--- src/hdl/uyvy_to_i420_converter_defines.svh ---
// Assertion macros shared by the converter modules.
`ifndef UYVY_TO_I420_CONVERTER_DEFINES_SVH
`define UYVY_TO_I420_CONVERTER_DEFINES_SVH

`ifndef SYNTHESIS
// Checked on every rising edge outside reset.
`define U2I_ASSERT(lbl, clk, rst_n, prop, msg) \
	lbl: assert property (@(posedge clk) disable iff (!rst_n) (prop)) \
		else $error(msg);
// Checked on every rising edge, reset included.
`define U2I_ASSERT_ALWAYS(lbl, clk, prop, msg) \
	lbl: assert property (@(posedge clk) (prop)) \
		else $error(msg);
`else
`define U2I_ASSERT(lbl, clk, rst_n, prop, msg)
`define U2I_ASSERT_ALWAYS(lbl, clk, prop, msg)
`endif

`endif

--- src/hdl/u2i_pkg.sv ---
`default_nettype none

package u2i_pkg;

	localparam int CFG_IDX_W = 1;
	localparam int CFG_DATA_W = 11;
	localparam int DIM_W = 15;
	localparam int QUEUE_DEPTH = 2;
	localparam int QPTR_W = 1;

	localparam logic [CFG_IDX_W-1:0] CFG_FRAME_WIDTH = 1'b0;
	localparam logic [CFG_IDX_W-1:0] CFG_FRAME_HEIGHT = 1'b1;

	localparam logic [CFG_DATA_W-1:0] FRAME_WIDTH_RESET = 11'd640;
	localparam logic [CFG_DATA_W-1:0] FRAME_HEIGHT_RESET = 11'd480;

	localparam logic ACT_DATA = 1'b0;
	localparam logic ACT_DRAIN = 1'b1;

	localparam logic [1:0] PLANE_Y = 2'd0;
	localparam logic [1:0] PLANE_U = 2'd1;
	localparam logic [1:0] PLANE_V = 2'd2;

	typedef enum logic [2:0] {
		CMD_Y,
		CMD_WR_U,
		CMD_WR_V,
		CMD_RD_U,
		CMD_RD_V
	} cmd_kind_t;

	typedef struct packed {
		cmd_kind_t kind;
		logic [7:0] data;
		logic last;
	} cmd_t;

endpackage

`default_nettype wire

--- src/hdl/u2i_fifo.sv ---
`default_nettype none

module u2i_fifo import u2i_pkg::*; #(
	parameter int W = 8
) (
	input wire logic clk,
	input wire logic arst_n,
	input wire logic push,
	input wire logic [W-1:0] wdata,
	input wire logic pop,
	output logic [W-1:0] rdata,
	output logic full,
	output logic empty
);

	logic [W-1:0] mem_q [QUEUE_DEPTH];
	logic [QPTR_W-1:0] wr_ptr_q;
	logic [QPTR_W-1:0] rd_ptr_q;
	logic [QPTR_W:0] count_q;

	assign full = count_q == (QPTR_W+1)'(QUEUE_DEPTH);
	assign empty = count_q == '0;
	assign rdata = mem_q[rd_ptr_q];

	always_ff @(posedge clk) begin
		if (push) begin
			mem_q[wr_ptr_q] <= wdata;
		end
	end

	always_ff @(posedge clk or negedge arst_n) begin
		if (!arst_n) begin
			wr_ptr_q <= '0;
			rd_ptr_q <= '0;
			count_q <= '0;
		end else begin
			if (push) begin
				wr_ptr_q <= wr_ptr_q + 1'b1;
			end
			if (pop) begin
				rd_ptr_q <= rd_ptr_q + 1'b1;
			end
			if (push && !pop) begin
				count_q <= count_q + 1'b1;
			end else if (pop && !push) begin
				count_q <= count_q - 1'b1;
			end
		end
	end

endmodule

`default_nettype wire

--- config.mk ---
export PLATFORM = sky130hd
export DESIGN_NAME = u2i_fifo
export DESIGN_NICKNAME = d
export VERILOG_FILES = /design/src/hdl/uyvy_to_i420_converter_defines.svh /design/src/hdl/u2i_pkg.sv /design/src/hdl/u2i_fifo.sv
export SDC_FILE = /design/constraint.sdc
export NUM_CORES = 1
export LEC_CHECK = 0
export ABC_AREA = 1
export BUFFER_PORTS_ARGS = -buffer_cell sky130_fd_sc_hd__buf_4
export CAP_MARGIN = 30
export CORE_MARGIN = 2
export CORE_UTILIZATION = 45
export DETAILED_ROUTE_END_ITERATION = 7
export GPL_TIMING_DRIVEN = 0
export HOLD_SLACK_MARGIN = 0.12
export PLACE_DENSITY = 0.69
export SLEW_MARGIN = 25
export SYNTH_ARGS = -nofsm -noshare
export SYNTH_HDL_FRONTEND = slang
export SYNTH_SLANG_ARGS = --single-unit
--- constraint.sdc ---
create_clock -name clk -period 1.3 [get_ports clk]
set_input_delay 0.065 -clock clk [delete_from_list [all_inputs] [get_ports clk]]
set_output_delay 0.065 -clock clk [all_outputs]
set_load 0.05 [all_outputs]
**After elaboration in Yosys (flattened, before gate mapping)**

Memories as Yosys holds them, arrays and structs flattened.
Index checks and enable logic that the tools add are counted.

- Multiplexer cells: 4
- $add $sub $neg: 4
- Reductions and logical operators: 6
- Eq/ne operators: 1

Operators by type and width:

| operator | count |
|---|---|
| $mux W2 | 2 |
| $add A1 B1 Y1 const B | 2 |
| $add A2 B1 Y2 const B | 1 |
| $eq A2 B2 Y1 const B | 1 |
| $logic_and A1 B1 Y1 | 2 |
| $logic_not A1 Y1 | 2 |
| $logic_not A2 Y1 | 1 |
| $mux W1 | 2 |
| $reduce_bool A2 Y1 | 1 |
| $sub A2 B1 Y2 const B | 1 |

- Input port bits: 12
- Logic and storage cells: 19
- Output and inout bits: 10
- Memories: 1
- Bits in writable memories: 16
- Bits in registers: 4

Memories:

| memory | depth | width | rd ports | clocked after memory_dff | write ports | line | source |
|---|---|---|---|---|---|---|---|
| mem_q | 2 | 8 | 1 | 0 | 1 | u2i_fifo.sv:16 | `logic [W-1:0] mem_q [QUEUE_DEPTH];` |

**Longest topological paths before layout**

Gate-level depths: netlist (run 1).

- Depth in word-level cells: 4
- Gate-level depth with buffers: 7
- Depth with buffers taken out: 7

**Worst setup path after synthesis (run 1)**

OpenSTA, ideal clock, no wires.

- Kind: reg-to-reg
- From: register wr_ptr_q
- To: memory mem_q[0][0], enable pin
- Setup time: 0.370 ns
- Required time: 0.930 ns
- Arrival time: 0.774 ns
- Period minus slack after synthesis: 1.144 ns
- Stages on the path, launching flop included: 2
- Slack: 0.156 ns
- Path through: dfrtp_1 -> nor2_1

RTL lines:

| item | line | source |
|---|---|---|
| start: declaration | u2i_fifo.sv:17 | `logic [QPTR_W-1:0] wr_ptr_q;` |
| start signal: assignment | u2i_fifo.sv:38 | `wr_ptr_q <= wr_ptr_q + 1'b1;` |
| end: declaration | u2i_fifo.sv:16 |  |

Straight into the memory's write port.

**Final worst setup path (run 1)**

- From: register rd_ptr_q
- To: output rdata[3]

- Longest elaborated chain between the ends: 1

RTL lines:

| item | line | source |
|---|---|---|
| start: declaration | u2i_fifo.sv:18 | `logic [QPTR_W-1:0] rd_ptr_q;` |
| start signal: assignment | u2i_fifo.sv:41 | `rd_ptr_q <= rd_ptr_q + 1'b1;` |
| $mem_v2 Z2 W8 | n/a |  |
| end: declaration | u2i_fifo.sv:11 | `output logic [W-1:0] rdata,` |

No other way between the ends.

==> summary.txt, run 1 <==
Global route
  – Vias in the first global route: 460
  – GRT overflow: 0
  – First-pass GRT wire length: 1950 um
  – Initial antenna violation count: 0
  – GRT Util Overall: 13.9%
  – Largest net degree at the start of global routing: 12

Worst setup path
  – CP required: 1.24 ns
  – Crit Path Class: register to output port
  – Cell mode on critical path: buf_6
  – CP Cell Sequence: buf_6, mux2_4, buf_6
  – Crit-path max FO: 9
  – Endpoint type of the worst setup path: output port
  – Critical Path AT: 1.29 ns
  – Setup crit start kind: register
  – CP peak stage delay: 0.39 ns
  – Slowest cell on crit path: dfrtp_1

Run status
  – Status: finished, violations left
  – Failing checks: negative setup slack

Logic synthesis
  – Top post-synthesis cells by area: edfxtp_1 (59%), mux2_4 (15%), dfrtp_1 (12%), inv_1 (3.2%), nand2_1 (2.3%)
  – Synthesized Nets: 63
  – Share of the synthesized area in the top cell type: 58.7%
  – Netlist cell types: 12
  – Register area share after synthesis: 70.9%
  – Area of the mapped netlist: 818 sq um
  – Cells after Synth: 50
  – Yosys reg bits: 20
  – Cell accounting for the most synthesized area: edfxtp_1
  – Syn avg cell area: 16.4 sq um
  – Yosys warnings: 0

Route
  – Drt wl/cell: 11.2 um
  – # DRC: 0
  – Vias: 500
  – Vias per cell: 4.42
  – Total length of routed wires: 1270 um
  – ANT nets after route: 0
  – Drt first pass iters: 3
  – Iter 0 DRT Violations: 5

Min path
  – Hold Path Class: input pin to register

Timing
  – Slew headroom: 70.9%
  – RSZ-0062 raised after global routing: yes
  – Layout Skew: 0.00184 ns
  – Final max-slew violation count: 0
  – Final hold slack: 0.487 ns
  – Final Worst Setup Slack: -0.0552 ns
  – Number of setup violations in the final report: 8
  – Min Tclk post-route: 1.36 ns
  – Final period util: 104%
  – Final TNS setup: -0.396 ns
  – Actual slew at the worst max-slew pin: 0.436 ns
  – Fmax: 738 MHz
  – Fin. Hold Viols: 0

CTS
  – Root Driver: clkbuf_4
  – CTS Buf Count: 3
  – H-tree levels: 1
  – CTS Buffer Depth: 2
  – Clk_lat worst skew: 0.29 ns
  – Clock Sinks: 20
  – CTS tree: yes
  – Clock transition at the registers of the reported paths: 0.10 ns

Floorplanning
  – Die W: 46.6 um
  – Die Area: 2180 sq um
  – Core Footprint: 1730 sq um
  – Cell Rows: 15
  – Initial Utilization: 47.4%
  – Die extent in y: 46.6 um
  – IO Pins: 22

Pwr
  – Sw power: 1.04 mW
  – Total power: 2.65 mW
  – Worst IR Drop VDD: 0.00123 V
  – Comb power frac: 51.2%
  – Pint: 1.61 mW
  – LEAKAGE: 0.534 nW
  – Sw Ratio: 39.3%
  – PwrDens: 2200 nW/um^2
  – Sequential share of power: 35.7%
  – Clock network fraction of design power: 13.0%

Layout
  – Diode count: 0
  – FF+latch area: 581 sq um
  – Post-Layout Inst Area: 1200 sq um
  – Layout cells sized above 1: 40.9%
  – Post-layout nets: 102
  – Multi-input logic area: 203 sq um
  – Fillers: 139
  – Area growth syn-to-layout: 47.1%

Place
  – DP Wirelength: 854 um
  – Placed Area: 1010 sq um
  – Port Buf Inserts: 21
  – GPL Wtd Cong: 0.748

Run
  – MaxCap Viol Count: 0
## sequential cells by signal, summed over array words and instances, names as in the netlist
name and count:
count_q 2, mem_q 16, rd_ptr_q 1, wr_ptr_q 1
## kinds of logic (layout without fill, tap and decap cells)
| logic type | Yosys count | count (layout) | synth area share, % |
|---|---|---|---|
| XOR/XNOR | 3 | 3 | 3.21 |
| adder cells (fa/ha/maj) | 1 | 1 | 1.53 |
| buffers and inverters | 8 | 46 | 4.59 |
| flip-flops | 20 | 20 | 70.9 |
| multiplexers | 8 | 8 | 14.7 |
| AND/OR/NAND/NOR | 10 | 10 | 5.05 |
## path summary, 6_finish.rpt
| check | start | slack, ns | end | depth (start not counted) |
|---|---|---|---|---|
| setup / recovery | rd_ptr_q | -0.06 | rdata[3] | 3 |
| hold / removal | wdata[1] | 0.49 | mem_q[0][1] | 2 |
| setup reg to reg | wr_ptr_q | 0.16 | mem_q[0][7] | 1 |
| hold reg to reg | wr_ptr_q | 0.52 | wr_ptr_q | 1 |
| max in group asynchronous | arst_n | 0.47 | count_q[1] | 3 |
| min in group asynchronous | arst_n | 0.65 | count_q[0] | 3 |
## final cells by class
type	count	share of cell area (%)
Multi-Input combinational cell	22	16.8
Timing Repair Buffer	34	26.2
Sequential cell	20	48.2
Buffer	1	0.936
Clock buffer	4	3.01
Tap cell	25	2.60
Inverter	7	2.18
## Yosys cell counts
cell type	count
edfxtp_1	16
mux2_4	8
inv_1	7
nand2_1	5
dfrtp_1	4
nor2_1	3
xor2_1	2
buf_6	1
ha_1	1
nand3_1	1
nand4_1	1
xnor2_1	1
## stage by stage
stage	std cells	worst slack, ns	utilization, %
global placement	96	-0.0498	58.3
CTS	113	-0.0716	69.7
finish	113	-0.0552	69.7
floorplan	50	0.156	-
detailed placement	96	-0.0498	58.3
global route	113	-0.121	69.7
## power groups by stage
stage	Sequential, mW	Combinational, mW	Clock, mW
4_1_cts	0.947	1.37	0.360
3_3_place_gp	0.952	1.22	0
5_1_grt	0.961	1.43	0.386
6_report	0.945	1.36	0.345
3_5_place_dp	0.959	1.23	0
2_1_floorplan	0.943	0.942	0
## layout by cell type, fill, tap and decap left out
cell / n
buf_6: 9
clkbuf_4: 3
xor2_1: 2
nor2_1: 2
clkbuf_8: 1
nand2_1: 5
nand4_1: 1
nand3_1: 1
mux2_4: 8
xnor2_1: 1
buf_4: 14
inv_1: 7
ha_1: 1
nor2_2: 1
dlygate4sd3_1: 12
dfrtp_1: 4
edfxtp_1: 16
## worst max-delay path: cells and delay by family (launching register included)
kind | cells | cell delay, ns
buffers and inverters | 2 | 0.30
multiplexers | 1 | 0.30
flip-flops | 1 | 0.39
## layer usage
layer	vias up	track usage (%)	wire, um
met5	-	0	0
met4	0	8.33	0
met2	12	23.6	687
li1	251	-	-
met1	237	14.9	537
met3	0	4.71	43
## repair_timing
item,in CTS,in global routing
hold buffers,12,0
setup buffers,1,0
hold endpoints to repair,22,0
gates resized for setup,9,0
setup endpoints to repair,16,8
(Power assumes the default switching activity.)
==> inputs of run 2 (changes only) <==
--- a/config.mk
+++ b/config.mk
@@ -14,6 +14,7 @@
 export GPL_TIMING_DRIVEN = 0
 export HOLD_SLACK_MARGIN = 0.12
 export PLACE_DENSITY = 0.69
+export RECOVER_POWER = 25
 export SLEW_MARGIN = 25
 export SYNTH_ARGS = -nofsm -noshare
 export SYNTH_HDL_FRONTEND = slang
==> summary.txt, run 2 (synthesis results as in run 1) <==
Run status
  – Status: finished, violations left
  – Failing checks: negative setup slack

Worst setup path
  – Slowest cell on crit path: dfrtp_1
  – CP Cell Sequence: buf_6, mux2_4, buf_6
  – R2R depth: 1
  – Setup crit start kind: register
  – Crit Path Class: register to output port
  – CP required: 1.24 ns
  – Endpoint type of the worst setup path: output port
  – RR Endpoint: mem_q[0][7]
  – CP peak stage delay: 0.39 ns
  – FF-to-FF Start: wr_ptr_q
  – R2R setup slack: 0.16 ns
  – Worst setup path endpoint: rdata[3]
  – Crit-path max FO: 9
  – Cell mode on critical path: buf_6
  – Crit path from: rd_ptr_q
  – Critical Path AT: 1.29 ns

Pwr
  – Worst IR Drop VDD: 0.00123 V
  – Clock network fraction of design power: 13.0%
  – PwrDens: 2200 nW/um^2
  – Sw Ratio: 39.3%
  – LEAKAGE: 0.533 nW
  – Sw power: 1.04 mW
  – Pint: 1.61 mW
  – Sequential share of power: 35.7%
  – Comb power frac: 51.2%

Layout
  – Biggest register: mem_q
  – Finished Layout Cells: 113
  – Top Registers: mem_q x16, count_q x2
  – Diode count: 0
  – Layout cells sized above 1: 40.9%
  – Commonest non-fill, non-tap cell in the layout: edfxtp_1
  – Area growth syn-to-layout: 47.1%
  – Post-layout nets: 102
  – Most frequent cells in the layout: edfxtp_1 (16), dlygate4sd3_1 (12), buf_6 (9), clkbuf_4 (9)
  – Max reg flops: 16

Global route
  – GRT Util Overall: 13.9%
  – Initial antenna violation count: 0
  – Vias in the first global route: 460
  – Largest net degree at the start of global routing: 12
  – First-pass GRT wire length: 1950 um
  – GRT overflow: 0

Timing
  – RSZ-0062 raised after global routing: yes
  – Fmax: 737 MHz
  – Final Worst Setup Slack: -0.0561 ns
  – Final max-slew violation count: 0
  – Number of setup violations in the final report: 8
  – Final period util: 104%
  – Min Tclk post-route: 1.36 ns
  – Actual slew at the worst max-slew pin: 0.436 ns
  – Fin. Hold Viols: 0
  – Layout Skew: 0.00194 ns
  – Slew headroom: 70.9%

Place
  – GPL Wtd Cong: 0.748
  – Pre-CTS setup slack: -0.0498 ns
  – DP Wirelength: 854 um
  – Port Buf Inserts: 21
  – Placed insts: 96

CTS
  – CTS Buffer Depth: 2
  – H-tree levels: 1
  – Clock transition at the registers of the reported paths: 0.10 ns
  – Clock Sinks: 20
  – Clk_lat worst skew: 0.29 ns
  – CTS Buf Count: 3
  – CTS tree: yes
  – Root Driver: clkbuf_4

Route
  – Vias per cell: 4.45
  – Drt wl/cell: 11.2 um
  – ANT nets after route: 0
  – Vias: 503
  – Drt first pass iters: 3
  – Iter 0 DRT Violations: 5
  – Total length of routed wires: 1260 um
  – # DRC: 0

Floorplanning
  – Cell Rows: 15
  – Initial Utilization: 47.4%
  – Die W: 46.6 um
  – Die extent in y: 46.6 um
  – IO Pins: 22
  – Die Area: 2180 sq um
  – Core Footprint: 1730 sq um

Min path
  – Hold Path Class: input pin to register

Run
  – MaxCap Viol Count: 0
run 2: what timing repair did:
item | 4_1_cts | 5_1_grt
setup buffers | 1 | 0
endpoints found under the setup margin | 16 | 8
cloned | 0 | 0
hold buffers | 12 | 0
resized for setup | 9 | 0
endpoints found under the hold margin | 22 | 0
run 2: metal layers:
metal  global-route usage (%)  up-vias  wire (um)
li1                         -      251          -
met1                     14.9      240        539
met2                     23.6       12        681
met3                     4.71        0         43
met4                     8.33        0          0
met5                        0        -          0
run 2: how the worst min path moves through the flow:
| stage | startpoint | end | slack [ns] | cells past startpoint |
|---|---|---|---|---|
| 6_report | pop | rd_ptr_q | 0.49 | 3 |
| 5_1_grt | pop | rd_ptr_q | 0.48 | 3 |
| 3_3_place_gp | arst_n | wr_ptr_q | -0.13 | 1 |
| 2_1_floorplan | arst_n | count_q[0] | -0.23 | 0 |
| 3_5_place_dp | arst_n | wr_ptr_q | -0.13 | 1 |
| 4_1_cts | wdata[1] | mem_q[0][1] | 0.48 | 2 |
run 2: metrics by stage:
| step | TNS (ns) | utilization [%] | total power, mW | hold WS [ns] | instance area, sq um |
|---|---|---|---|---|---|
| 6_report | -0.396 | 69.7 | 2.65 | 0.491 | 1200 |
| 5_1_grt | -0.935 | 69.7 | 2.78 | 0.482 | 1200 |
| 4_1_cts | -0.539 | 69.7 | 2.67 | 0.476 | 1200 |
| 3_5_place_dp | -0.398 | 58.3 | 2.19 | -0.133 | 1010 |
| 3_3_place_gp | -0.397 | 58.3 | 2.17 | -0.135 | 1010 |
| 2_1_floorplan | 0 | - | 1.89 | -0.231 | 818 |
run 2: worst max-delay path, delay by kind of cell, from the launching register on:
kind	cells	cell delay, ns
buffers and inverters	2	0.30
flip-flops	1	0.39
multiplexers	1	0.31
run 2: final cells by class:
cell class	instances	area (sq um)
inverters	7	26.3
clock buffers	4	36.3
well taps	25	31.3
flip-flops and latches	20	581
repair buffers	34	315
plain buffers	1	11.3
fillers	139	523
multi-input cells	22	203
run 2: power groups by stage:
| stage | Clock, mW | Sequential (mW) | Combinational [mW] |
|---|---|---|---|
| finish | 0.345 | 0.945 | 1.36 |
| global route | 0.386 | 0.961 | 1.43 |
| detailed placement | 0 | 0.959 | 1.23 |
| global placement | 0 | 0.952 | 1.22 |
| CTS | 0.360 | 0.947 | 1.37 |
| floorplan | 0 | 0.943 | 0.942 |
